File: config.mk
export PLATFORM = sky130hd
export DESIGN_NAME = fixed_to_decimal_ascii_unit
export DESIGN_NICKNAME = d
export VERILOG_FILES = /design/src/hdl/f2da_pkg.sv /design/src/hdl/f2da_ctrl.sv /design/src/hdl/f2da_dpath.sv /design/src/hdl/fixed_to_decimal_ascii_unit.sv
export SDC_FILE = /design/constraint.sdc
export NUM_CORES = 1
export LEC_CHECK = 0
export BUFFER_PORTS_ARGS = -buffer_cell sky130_fd_sc_hd__buf_2
export CAP_MARGIN = 10
export CORE_ASPECT_RATIO = 0.8
export CORE_UTILIZATION = 64
export CTS_BUF_LIST = sky130_fd_sc_hd__clkbuf_8
export DETAILED_ROUTE_END_ITERATION = 8
export GPL_TIMING_DRIVEN = 0
export PLACE_DENSITY = 0.83
export SLEW_MARGIN = 20
export SYNTH_ARGS = -nofsm -noshare
export SYNTH_HDL_FRONTEND = slang
export SYNTH_SLANG_ARGS = --single-unit
File: constraint.sdc
create_clock -name clk_i -period 10.4 [get_ports clk_i]
set_clock_uncertainty 0.15 [all_clocks]
set_input_delay 2.08 -clock clk_i [delete_from_list [all_inputs] [get_ports clk_i]]
set_output_delay 2.08 -clock clk_i [all_outputs]
set_load 0.02 [all_outputs]
File: src/hdl/f2da_pkg.sv
`timescale 1ns / 1ps
// ---------------------------------------------------------------------------
// f2da_pkg
// Shared types, character codes and small helpers of the fixed-point to
// decimal ASCII unit.
// ---------------------------------------------------------------------------
package f2da_pkg;

  // Field widths
  localparam int IN_W    = 31;
  localparam int CHAR_W  = 6;
  localparam int DIG_W   = 3;
  // Whole part never exceeds 10000 (input saturates below that, plus carry)
  localparam int WHOLE_W = 14;

  // ASCII codes, truncated to 6 bits
  localparam logic [CHAR_W-1:0] CH_MINUS = 6'd45;
  localparam logic [CHAR_W-1:0] CH_POINT = 6'd46;
  localparam logic [CHAR_W-1:0] CH_ZERO  = 6'd48;
  localparam logic [CHAR_W-1:0] CH_NINE  = 6'd57;
  localparam logic [CHAR_W-1:0] CH_SLASH = 6'd47;

  // Fraction digit count limits and reset value
  localparam logic [DIG_W-1:0] DIGITS_MIN   = 3'd1;
  localparam logic [DIG_W-1:0] DIGITS_MAX   = 3'd4;
  localparam logic [DIG_W-1:0] DIGITS_RESET = 3'd2;

  // x / 10 == (x * RECIP10) >> RECIP_SH, exact for x < 43690
  localparam int RECIP_W  = 16;
  localparam logic [RECIP_W-1:0] RECIP10 = 16'd52429;
  localparam int RECIP_SH = 19;

  // Controller states
  typedef enum logic [3:0] {
    ST_IDLE,
    ST_SAT,
    ST_MUL,
    ST_ROUND,
    ST_FDIG,
    ST_POINT,
    ST_WDIG,
    ST_SIGN,
    ST_EMIT
  } f2da_state_e;

  // Controller to datapath
  typedef struct packed {
    logic capture;  // take the input item
    logic sat;      // saturate and split magnitude
    logic mul;      // fraction times 10^d
    logic round;    // round, carry into whole part
    logic fdig;     // peel one fraction digit
    logic point;    // push the point
    logic wdig;     // peel one whole digit
    logic sign;     // push '-' if negative
    logic pop;      // character taken
  } f2da_cmd_t;

  // Datapath to controller
  typedef struct packed {
    logic frac_last;   // last fraction digit this cycle
    logic whole_done;  // no whole digits left after this one
    logic last_char;   // one character left in the buffer
  } f2da_status_t;

  // Clamp the configured digit count to 1..4
  function automatic logic [DIG_W-1:0] clamp_digits(input logic [DIG_W-1:0] d);
    logic [DIG_W-1:0] r;
    r = d;
    if (d < DIGITS_MIN) begin
      r = DIGITS_MIN;
    end else if (d > DIGITS_MAX) begin
      r = DIGITS_MAX;
    end
    return r;
  endfunction

  // 10^d for a clamped digit count
  function automatic logic [WHOLE_W-1:0] scale_of(input logic [DIG_W-1:0] d);
    logic [WHOLE_W-1:0] r;
    case (d)
      3'd1:    r = 14'd10;
      3'd2:    r = 14'd100;
      3'd3:    r = 14'd1000;
      default: r = 14'd10000;
    endcase
    return r;
  endfunction

endpackage

File: src/hdl/f2da_ctrl.sv
`timescale 1ns / 1ps
// ---------------------------------------------------------------------------
// f2da_ctrl
// Sequencer of the conversion: steps the datapath through saturate,
// scale, round, digit peeling and character emission.
// ---------------------------------------------------------------------------
module f2da_ctrl (
  input  logic                   clk_i,
  input  logic                   rst_ni,
  input  logic                   in_valid_i,
  output logic                   in_stall_o,
  output logic                   out_valid_o,
  input  logic                   out_stall_i,
  input  f2da_pkg::f2da_status_t status_i,
  output f2da_pkg::f2da_cmd_t    cmd_o
);

  f2da_pkg::f2da_state_e state_q, state_d;

  // State register
  always_ff @(posedge clk_i or negedge rst_ni) begin
    if (!rst_ni) begin
      state_q <= f2da_pkg::ST_IDLE;
    end else begin
      state_q <= state_d;
    end
  end

  // Next state
  always_comb begin
    state_d = state_q;
    case (state_q)
      f2da_pkg::ST_IDLE:  if (in_valid_i) state_d = f2da_pkg::ST_SAT;
      f2da_pkg::ST_SAT:   state_d = f2da_pkg::ST_MUL;
      f2da_pkg::ST_MUL:   state_d = f2da_pkg::ST_ROUND;
      f2da_pkg::ST_ROUND: state_d = f2da_pkg::ST_FDIG;
      f2da_pkg::ST_FDIG:  if (status_i.frac_last) state_d = f2da_pkg::ST_POINT;
      f2da_pkg::ST_POINT: state_d = f2da_pkg::ST_WDIG;
      f2da_pkg::ST_WDIG:  if (status_i.whole_done) state_d = f2da_pkg::ST_SIGN;
      f2da_pkg::ST_SIGN:  state_d = f2da_pkg::ST_EMIT;
      f2da_pkg::ST_EMIT: begin
        if (!out_stall_i && status_i.last_char) state_d = f2da_pkg::ST_IDLE;
      end
      default:            state_d = f2da_pkg::ST_IDLE;
    endcase
  end

  // Outputs
  always_comb begin
    cmd_o         = '0;
    in_stall_o    = 1'b1;
    out_valid_o   = 1'b0;
    case (state_q)
      f2da_pkg::ST_IDLE: begin
        in_stall_o    = 1'b0;
        cmd_o.capture = in_valid_i;
      end
      f2da_pkg::ST_SAT:   cmd_o.sat   = 1'b1;
      f2da_pkg::ST_MUL:   cmd_o.mul   = 1'b1;
      f2da_pkg::ST_ROUND: cmd_o.round = 1'b1;
      f2da_pkg::ST_FDIG:  cmd_o.fdig  = 1'b1;
      f2da_pkg::ST_POINT: cmd_o.point = 1'b1;
      f2da_pkg::ST_WDIG:  cmd_o.wdig  = 1'b1;
      f2da_pkg::ST_SIGN:  cmd_o.sign  = 1'b1;
      f2da_pkg::ST_EMIT: begin
        out_valid_o = 1'b1;
        cmd_o.pop   = !out_stall_i;
      end
      default: begin
        cmd_o = '0;
      end
    endcase
  end

endmodule

File: src/hdl/f2da_dpath.sv
`timescale 1ns / 1ps
// ---------------------------------------------------------------------------
// f2da_dpath
// Datapath: saturation, fraction scaling and rounding, a shared
// divide-by-ten unit for digit peeling, and a character stack that
// reverses the LSB-first digits into print order.
// ---------------------------------------------------------------------------
module f2da_dpath #(
  parameter int FRAC_BITS      = 16,
  parameter int INT_DIGITS_MAX = 5
) (
  input  logic                              clk_i,
  input  logic                              rst_ni,
  input  f2da_pkg::f2da_cmd_t               cmd_i,
  output f2da_pkg::f2da_status_t            status_o,
  input  logic                              cfg_we_i,
  input  logic [f2da_pkg::DIG_W-1:0]        cfg_frac_digits_i,
  input  logic signed [f2da_pkg::IN_W-1:0]  value_fixed_i,
  output logic [f2da_pkg::CHAR_W-1:0]       out_char_o,
  output logic                              is_last_o
);

  localparam int WW = f2da_pkg::WHOLE_W;
  localparam int CHW = f2da_pkg::CHAR_W;
  // Signed width that holds both the input and the saturation bounds
  localparam int VW = (FRAC_BITS + 15 > f2da_pkg::IN_W) ? FRAC_BITS + 15 : 32;
  localparam int MW = VW - 1;
  localparam logic [MW-1:0] MAG_POS_MAX = (MW'(10000) << FRAC_BITS) - MW'(1);
  localparam logic [MW-1:0] MAG_NEG_MAX = (MW'(1000) << FRAC_BITS) - MW'(1);
  localparam int PW = FRAC_BITS + WW;
  localparam int WMAX = 10 ** INT_DIGITS_MAX - 1;
  // '-', whole digits, '.', up to four fraction digits
  localparam int DEPTH = INT_DIGITS_MAX + 6;
  localparam int CW = $clog2(DEPTH + 1);
  localparam int DW = WW + f2da_pkg::RECIP_W;

  // Registers
  logic [f2da_pkg::DIG_W-1:0]       frac_digits_q;
  logic signed [f2da_pkg::IN_W-1:0] value_q;
  logic                             neg_q;
  logic [WW-1:0]                    whole_q;
  logic [FRAC_BITS-1:0]             fbits_q;
  logic [PW-1:0]                    prod_q;
  logic [WW-1:0]                    val_q;
  logic [f2da_pkg::DIG_W-1:0]       dcnt_q;
  logic [CHW-1:0]                   stk_q [DEPTH];
  logic [CW-1:0]                    cnt_q;

  // Digit count and scale
  logic [f2da_pkg::DIG_W-1:0] d_eff;
  logic [WW-1:0]              scale;
  assign d_eff = f2da_pkg::clamp_digits(frac_digits_q);
  assign scale = f2da_pkg::scale_of(d_eff);

  // Saturate and take magnitude
  logic [VW-1:0] v_ext;
  logic          v_neg;
  logic [MW-1:0] mag_raw, mag_cap, mag;
  always_comb begin
    v_ext   = {{(VW - f2da_pkg::IN_W){value_q[f2da_pkg::IN_W-1]}}, value_q};
    v_neg   = v_ext[VW-1];
    mag_raw = v_neg ? MW'(~v_ext + VW'(1)) : MW'(v_ext);
    mag_cap = v_neg ? MAG_NEG_MAX : MAG_POS_MAX;
    mag     = (mag_raw > mag_cap) ? mag_cap : mag_raw;
  end

  // Round half up, carry into whole part, clamp whole part
  logic [PW:0]   rsum;
  logic [WW:0]   frac;
  logic          frac_ovf;
  logic [WW-1:0] whole_rnd, whole_sat, frac_fin;
  always_comb begin
    rsum      = (PW + 1)'(prod_q) + ((PW + 1)'(1) << (FRAC_BITS - 1));
    frac      = rsum[FRAC_BITS +: WW + 1];
    frac_ovf  = frac >= {1'b0, scale};
    whole_rnd = frac_ovf ? whole_q + WW'(1) : whole_q;
    frac_fin  = frac_ovf ? '0 : frac[WW-1:0];
    whole_sat = whole_rnd;
    if (32'(whole_rnd) > WMAX) begin
      whole_sat = WW'(WMAX);
    end
  end

  // Divide by ten through the reciprocal
  logic [DW-1:0]   recip_prod;
  logic [WW-1:0]   quot;
  logic [WW+3:0]   quot10;
  logic [3:0]      rem;
  logic [CHW-1:0]  dig_char;
  always_comb begin
    recip_prod = DW'(val_q) * DW'(f2da_pkg::RECIP10);
    quot       = WW'(recip_prod >> f2da_pkg::RECIP_SH);
    quot10     = {1'b0, quot, 3'b000} + {3'b000, quot, 1'b0};
    rem        = 4'((WW + 4)'(val_q) - quot10);
    dig_char   = f2da_pkg::CH_ZERO + CHW'(rem);
  end

  // Character to push
  logic           push;
  logic [CHW-1:0] push_char;
  always_comb begin
    push      = cmd_i.fdig | cmd_i.point | cmd_i.wdig | (cmd_i.sign & neg_q);
    push_char = dig_char;
    if (cmd_i.point) begin
      push_char = f2da_pkg::CH_POINT;
    end else if (cmd_i.sign) begin
      push_char = f2da_pkg::CH_MINUS;
    end
  end

  // Control registers: config and stack fill
  always_ff @(posedge clk_i or negedge rst_ni) begin
    if (!rst_ni) begin
      frac_digits_q <= f2da_pkg::DIGITS_RESET;
      cnt_q         <= '0;
    end else begin
      if (cfg_we_i) begin
        frac_digits_q <= cfg_frac_digits_i;
      end
      if (push) begin
        cnt_q <= cnt_q + CW'(1);
      end else if (cmd_i.pop) begin
        cnt_q <= cnt_q - CW'(1);
      end
    end
  end

  // Working registers
  always_ff @(posedge clk_i) begin
    if (cmd_i.capture) begin
      value_q <= value_fixed_i;
    end
    if (cmd_i.sat) begin
      neg_q   <= v_neg;
      whole_q <= mag[FRAC_BITS +: WW];
      fbits_q <= mag[FRAC_BITS-1:0];
    end
    if (cmd_i.mul) begin
      prod_q <= PW'(fbits_q) * PW'(scale);
    end
    if (cmd_i.round) begin
      whole_q <= whole_sat;
      val_q   <= frac_fin;
      dcnt_q  <= d_eff;
    end
    if (cmd_i.fdig) begin
      val_q  <= quot;
      dcnt_q <= dcnt_q - f2da_pkg::DIG_W'(1);
    end
    if (cmd_i.point) begin
      val_q <= whole_q;
    end
    if (cmd_i.wdig) begin
      val_q <= quot;
    end
  end

  // Character stack: push at the head, pop from the head
  always_ff @(posedge clk_i) begin
    if (push) begin
      stk_q[0] <= push_char;
      for (int i = 1; i < DEPTH; i++) begin
        stk_q[i] <= stk_q[i-1];
      end
    end else if (cmd_i.pop) begin
      for (int i = 0; i < DEPTH - 1; i++) begin
        stk_q[i] <= stk_q[i+1];
      end
    end
  end

  // Status and output
  assign status_o.frac_last  = dcnt_q == f2da_pkg::DIG_W'(1);
  assign status_o.whole_done = quot == '0;
  assign status_o.last_char  = cnt_q == CW'(1);
  assign out_char_o          = stk_q[0];
  assign is_last_o           = cnt_q == CW'(1);

endmodule

File: src/hdl/fixed_to_decimal_ascii_unit.sv
`timescale 1ns / 1ps
// ---------------------------------------------------------------------------
// fixed_to_decimal_ascii_unit
// Prints a signed fixed-point value as decimal ASCII, one character per item.
// ---------------------------------------------------------------------------
// Input channel: value_fixed_i with in_valid_i / in_stall_o. One value is
// converted at a time; in_stall_o is low only while the unit is idle.
// Output channel: out_char_o and is_last_o with out_valid_o / out_stall_i.
// A value yields an optional '-', the whole digits, '.', and d fraction
// digits (d from the frac_digits register, 1..4); is_last_o marks the last.
// Config: cfg_we_i writes cfg_frac_digits_i; write only while idle.
// Sequence: after a value is accepted, the unit saturates, scales and
// rounds, then peels the fraction digits, pushes the point, peels the whole
// digits and pushes the sign before the first character shows.
// Throughput: the characters then leave one per cycle while out_stall_i is
// low; the next value is taken the cycle after the last character goes.
// The single divide-by-ten unit peels the digits of one value at a time.
// Reset: rst_ni clears the sequencer and the character buffer and sets
// frac_digits to 2. A stalled output holds its character and valid.
// ---------------------------------------------------------------------------
module fixed_to_decimal_ascii_unit #(
  parameter int FRAC_BITS      = 16,
  parameter int INT_DIGITS_MAX = 5
) (
  input  logic                              clk_i,
  input  logic                              rst_ni,
  input  logic                              cfg_we_i,
  input  logic [f2da_pkg::DIG_W-1:0]        cfg_frac_digits_i,
  input  logic                              in_valid_i,
  output logic                              in_stall_o,
  input  logic signed [f2da_pkg::IN_W-1:0]  value_fixed_i,
  output logic                              out_valid_o,
  input  logic                              out_stall_i,
  output logic [f2da_pkg::CHAR_W-1:0]       out_char_o,
  output logic                              is_last_o
);

  f2da_pkg::f2da_cmd_t    cmd;
  f2da_pkg::f2da_status_t status;

  // Sequencer
  f2da_ctrl u_ctrl (
    .clk_i       (clk_i),
    .rst_ni      (rst_ni),
    .in_valid_i  (in_valid_i),
    .in_stall_o  (in_stall_o),
    .out_valid_o (out_valid_o),
    .out_stall_i (out_stall_i),
    .status_i    (status),
    .cmd_o       (cmd)
  );

  // Arithmetic and character buffer
  f2da_dpath #(
    .FRAC_BITS      (FRAC_BITS),
    .INT_DIGITS_MAX (INT_DIGITS_MAX)
  ) u_dpath (
    .clk_i             (clk_i),
    .rst_ni            (rst_ni),
    .cmd_i             (cmd),
    .status_o          (status),
    .cfg_we_i          (cfg_we_i),
    .cfg_frac_digits_i (cfg_frac_digits_i),
    .value_fixed_i     (value_fixed_i),
    .out_char_o        (out_char_o),
    .is_last_o         (is_last_o)
  );

endmodule

# ---- Word-level counts from Yosys, hierarchy flattened
# Memory sizes are Yosys's and may differ from the RTL's.
# Cells that the tools add are included.
# Widths: inputs -> output; s select.
dict set report op_classes {
  addsub 9
  mul 2
  div 0
  n_lt_le_gt_ge 4
  eq_ne 18
  shift 0
  n_mux 51
  bitwise 15
  reduce_logical 11
}
# op count
set ops {}
lappend ops {{$mux 14} 7}
lappend ops {{$mux 6} 12}
lappend ops {{$mux 30} 2}
lappend ops {{$pmux 14 s3} 1}
lappend ops {{$pmux 4 s9} 1}
lappend ops {{$add 30x16->31 const B} 1}
lappend ops {{$add 31x1->31 const B} 1}
lappend ops {{$gt 31x30->1} 1}
lappend ops {{$mux 31} 1}
lappend ops {{$not 31->31} 1}
lappend ops {{$mul 14x16->30 const B} 1}
lappend ops {{$mul 16x14->30} 1}
lappend ops {{$mux 4} 6}
lappend ops {{$eq 4x3->1 const B} 4}
lappend ops {{$mux 1} 16}
lappend ops {{$ge 15x14->1} 1}
lappend ops {{$add 14x1->14 const B} 1}
lappend ops {{$logic_not 14->1} 1}
lappend ops {{$or 1x1->1} 13}
lappend ops {{$mux 3} 4}
lappend ops {{$mux 11} 1}
lappend ops {{$eq 4x1->1 const B} 2}
lappend ops {{$eq 4x2->1 const B} 2}
lappend ops {{$add 5x5->6 const A} 1}
lappend ops {{other kinds (21)} 28}
dict set report word_totals {
  ff_bits 120
  latch_bits 0
  ramBits 66
  rom_bits 0
  out_inout_bits 9
  wordCells 122
  n_memories 1
}
# memory words word_bits rd rd_ports_with_merged_regs wr line
set memory_table {}
lappend memory_table {u_dpath.stk_q 11 6 11 0 11 f2da_dpath.sv:46} ;# logic [CHW-1:0] stk_q [DEPTH];

# ---- Longest topological paths before layout
dict set report logic_depth {
  word_depth 11
  depth_mapped 25
  depth_no_buf 25
}

# ---- Cells and area by module
# A second synthesis with hierarchy kept.
dict set report unflattened {
  hier_cells 1628
  area_unflattened_um2 17410.4
}
# mod n_inst cells_per_inst area_each_um2 seq_area_each_um2
set by_module_without_submodules {}
lappend by_module_without_submodules {f2da_dpath 1 1592 17113.9 4951.0}
lappend by_module_without_submodules {f2da_ctrl 1 36 296.5 100.1}

# ---- Worst setup path before layout
# No wires, ideal clock.
dict set report synth_path {
  path_type {flip-flop to flip-flop}
  from {reg u_dpath.frac_digits_q[1] in the netlist's numbering}
  to {reg u_dpath.prod_q[29], data pin}
  arrival_ns 6.124
  slack_ns 3.864
  stages_incl_launch_ff 23
  n_path_buf 3
  cell_sequence {dfstp_2 nor2b_1 clkbuf_1 clkbuf_1 clkbuf_1 nand2_1 fa_1 fa_1 inv_1 ha_1 fa_1 fa_1 ha_1 ha_1 o21a_1 o21a_1 o21ai_0 a211oi_1 o22ai_1 o211ai_1 a31oi_1 o21bai_1 xor2_1}
}
dict set report synth_between {
  elab_chain_cells 6
}
# item line
set synth_rtl {}
lappend synth_rtl {{start, declared} f2da_dpath.sv:38} ;# logic [f2da_pkg::DIG_W-1:0] frac_digits_q;
lappend synth_rtl {{start signal, assigned} f2da_dpath.sv:114} ;# frac_digits_q <= f2da_pkg::DIGITS_RESET;
lappend synth_rtl {{start signal, assigned} f2da_dpath.sv:118} ;# frac_digits_q <= cfg_frac_digits_i;
lappend synth_rtl {{$gt 3x3->1} f2da_pkg.sv:72} ;# end else if (d > DIGITS_MAX) begin
lappend synth_rtl {{$mux 3} f2da_pkg.sv:72}
lappend synth_rtl {{$mux 3 *} f2da_pkg.sv:70} ;# if (d < DIGITS_MIN) begin
lappend synth_rtl {{$eq 3x2->1 or $eq 3x1->1 (tied branches)} f2da_pkg.sv:81} ;# case (d)
lappend synth_rtl {{$pmux 14 s3 *} f2da_pkg.sv:81}
lappend synth_rtl {{$mul 16x14->30 *} f2da_dpath.sv:139} ;# prod_q <= PW'(fbits_q) * PW'(scale);
lappend synth_rtl {{end signal, assigned} f2da_dpath.sv:139}
lappend synth_rtl {{end, declared} f2da_dpath.sv:43} ;# logic [PW-1:0] prod_q;
# Mark *: on every way between the ends. The rest lies on a longest branch, timed or not.
# A chain may end at the register's enable or synchronous reset.

# ---- Worst setup path in the final report
dict set report layout_path {
  from {reg u_dpath.frac_digits_q[2] in the netlist's numbering}
  to {reg u_dpath.prod_q[29], data pin}
}
# Same word-level chain as after synthesis.

==> metrics <==
drt wl/cell 17.7 um; Final period util 78.8%; share of cells above drive strength 1 6.61%; post-synth cell types 74; Ports 48; Max transition margin 44.7%; crit end category register; final wirelength roughly 38000 um; most instantiated library cell after synthesis nand2_1; Max clock buf depth 2; Worst-Skew Late Latency approximately 0.47 ns; n_diodes 0; Mapped Area 17400 um2; Setup-failing EPs final 0; Die ar. 27800 um2; CTS Sinks 171; Via density 5.87; nets roughly 2200; DRC violations left 0; initial drt markers approximately 1200; first-pass GRT wire length about 63000 um; Die Y 149 um; R2R Path End u_dpath.prod_q[29]$_DFFE_PP_; worst hold-check path type register to register; number of enable flip-flop cells after synthesis around 160; port buffer count 47; Final Wtd Congestion slightly below 1; Ys Warns 0; RSZ-0062 raised after global routing no; worst hold path startpoint u_dpath.stk_q[4][10]$_DFFE_PP_; largest area contributor in the netlist edfxtp_1; die width between 150 and 200 um; Final HPWL DP 31000 um; f_max roughly 120 MHz; Max Slew Vio Count 0; measured slew at the worst slew-check pin 0.827 ns; required time of the critical path around 10 ns; worst-path fanout max 10; Post-Route Setup TNS 0 ns; initial antenna violation count 0; reg2reg setup slack approximately 2.2 ns; Clock transition at path regs 0.11 ns; pin count of the biggest net entering global routing between 50 and 60; ys async rst share 6.43%; R2R cell count 21; worst path arrival time slightly above 8 ns; Mapped Nets 2177; gr usage total a little under 30%; Final ANT Viol Nets 0; Initial Util roughly two thirds; CTS tree yes; DR pass1 iterations 6; vias in the first global route around 13000; Seq/Total Area, Yosys between 20% and 30%; CTS buffer count 17; Post-CTS Setup Repair Bufs 0; core box area ~26000 um2; critical path startpoint category register; DR vias 12800; min Tclk post-route a little over 8 ns; final hold vios 0; maxcap violations 0; root buffer cell clkbuf_8; Synth Instances approximately 1700; remaining global-route overflow 0; status completed; CP Class register to register; origin of the critical flop-to-flop path u_dpath.frac_digits_q[2]$_DFFE_PN0P_; Top FF cell, synth edfxtp_1; Mapped Avg Cell Area 10.0 um2; hold slack between 0.3 and 0.4 ns; Area Overhead vs Synth 6.78%; top-area cell type share of the netlist area about 27%; Hold Path Depth 0; synth top area cells edfxtp_1, fa_1, ha_1, nand2_1, inv_1; cts repair resizes 0; Seq cells post-synth between 150 and 200; row cnt between 50 and 60; CTS Hold Buffers Added 0; list of most frequent post-synthesis cells nand2_1, inv_1, ha_1; H-tree levels 4; Hold Path End u_dpath.stk_q[5][4]$_DFFE_PN_
-- metrics by stage --
step	util, %	area [um2]	cells	setup slack (ns)
final	70.1	18600	2172	2.21
after global placement	68.2	18100	2137	2.52
after detailed placement	68.5	18100	2140	2.37
after CTS	70.1	18500	2172	2.35
after floorplan	-	17400	1733	3.86
after global routing	70.1	18600	2172	1.88
-- critical path, cell delays in order, from the launching register on --
cell      delay, ns
dfrtp_1        0.40
clkbuf_1       0.20
a21oi_1        0.61
clkbuf_1       0.57
nand2_1        0.18
fa_1           0.53
fa_1           0.57
inv_1          0.06
fa_1           0.55
fa_1           0.49
fa_1           0.53
ha_1           0.32
ha_1           0.30
o21a_1         0.18
o21a_1         0.16
o21ai_0        0.60
a211oi_1       0.29
o22ai_1        0.44
o211ai_1       0.23
a31oi_1        0.31
o21bai_1       0.11
xor2_1         0.15
-- layout make-up --
| cell class | count | area, um2 |
|---|---|---|
| Buffer | 58 | 259 |
| Clock buffer | 17 | 234 |
| Clock inverter | 15 | 175 |
| Fill cell | 1941 | 7910 |
| Inverter | 260 | 976 |
| Multi-Input combinational cell | 1244 | 11100 |
| Sequential cell | 171 | 5050 |
| Tap cell | 357 | 447 |
| Timing Repair Buffer | 50 | 290 |
-- cell usage in the layout (no fill, tap or decap), types with 17 or more instances in the layout --
cell type / n
inv_1: 259
and2_1: 18
nand2_1: 290
xnor2_1: 52
clkbuf_1: 46
clkbuf_8: 17
edfxtp_1: 157
ha_1: 228
a21oi_1: 37
nand3_1: 50
xor2_1: 33
nor2_1: 69
o21ai_0: 34
fa_1: 177
buf_2: 50
-- sequential cells by signal (all words and copies together), names as in the netlist, 4 cells and up --
name             flops
u_dpath.whole_q     14
u_dpath.stk_q       66
u_ctrl.state_q       4
u_dpath.val_q       14
u_dpath.prod_q      15
u_dpath.cnt_q        4
u_dpath.fbits_q     16
u_dpath.value_q     31
-- cells by family after synthesis --
kind of cell	Yosys count	share of synthesized area, %
fa+ha+maj	405	36.8
flops	171	29.1
buf+inv	318	7.11
simple gates	551	14.6
xor+xnor	85	4.28
mux	2	0.122
compound gates	201	8.04
-- worst max path at each step --
stage,from,endpoint,slack (ns),cells after the start
floorplan,u_dpath.frac_digits_q[1]$_DFFE_PN1P_,u_dpath.prod_q[29]$_DFFE_PP_,3.86,22
global placement,u_dpath.frac_digits_q[2]$_DFFE_PN0P_,u_dpath.prod_q[29]$_DFFE_PP_,2.52,21
detailed placement,u_dpath.frac_digits_q[2]$_DFFE_PN0P_,u_dpath.prod_q[29]$_DFFE_PP_,2.37,21
CTS,u_dpath.frac_digits_q[2]$_DFFE_PN0P_,u_dpath.prod_q[29]$_DFFE_PP_,2.35,21
global route,u_dpath.frac_digits_q[2]$_DFFE_PN0P_,u_dpath.prod_q[29]$_DFFE_PP_,1.88,21
finish,u_dpath.frac_digits_q[2]$_DFFE_PN0P_,u_dpath.prod_q[29]$_DFFE_PP_,2.21,21
-- layer usage --
layer | global-route usage (%) | part of all wire, % | up-vias
met4 | 5.74 | 1.1 | 0
met5 | 0 | 0 | -
met1 | 42.8 | 44 | 6152
met2 | 46.1 | 45 | 597
li1 | - | - | 5955
met3 | 6.18 | 10 | 49
Power is not shown: default switching activity piles up to over one toggle a cycle in this logic, so the estimate is an artifact.
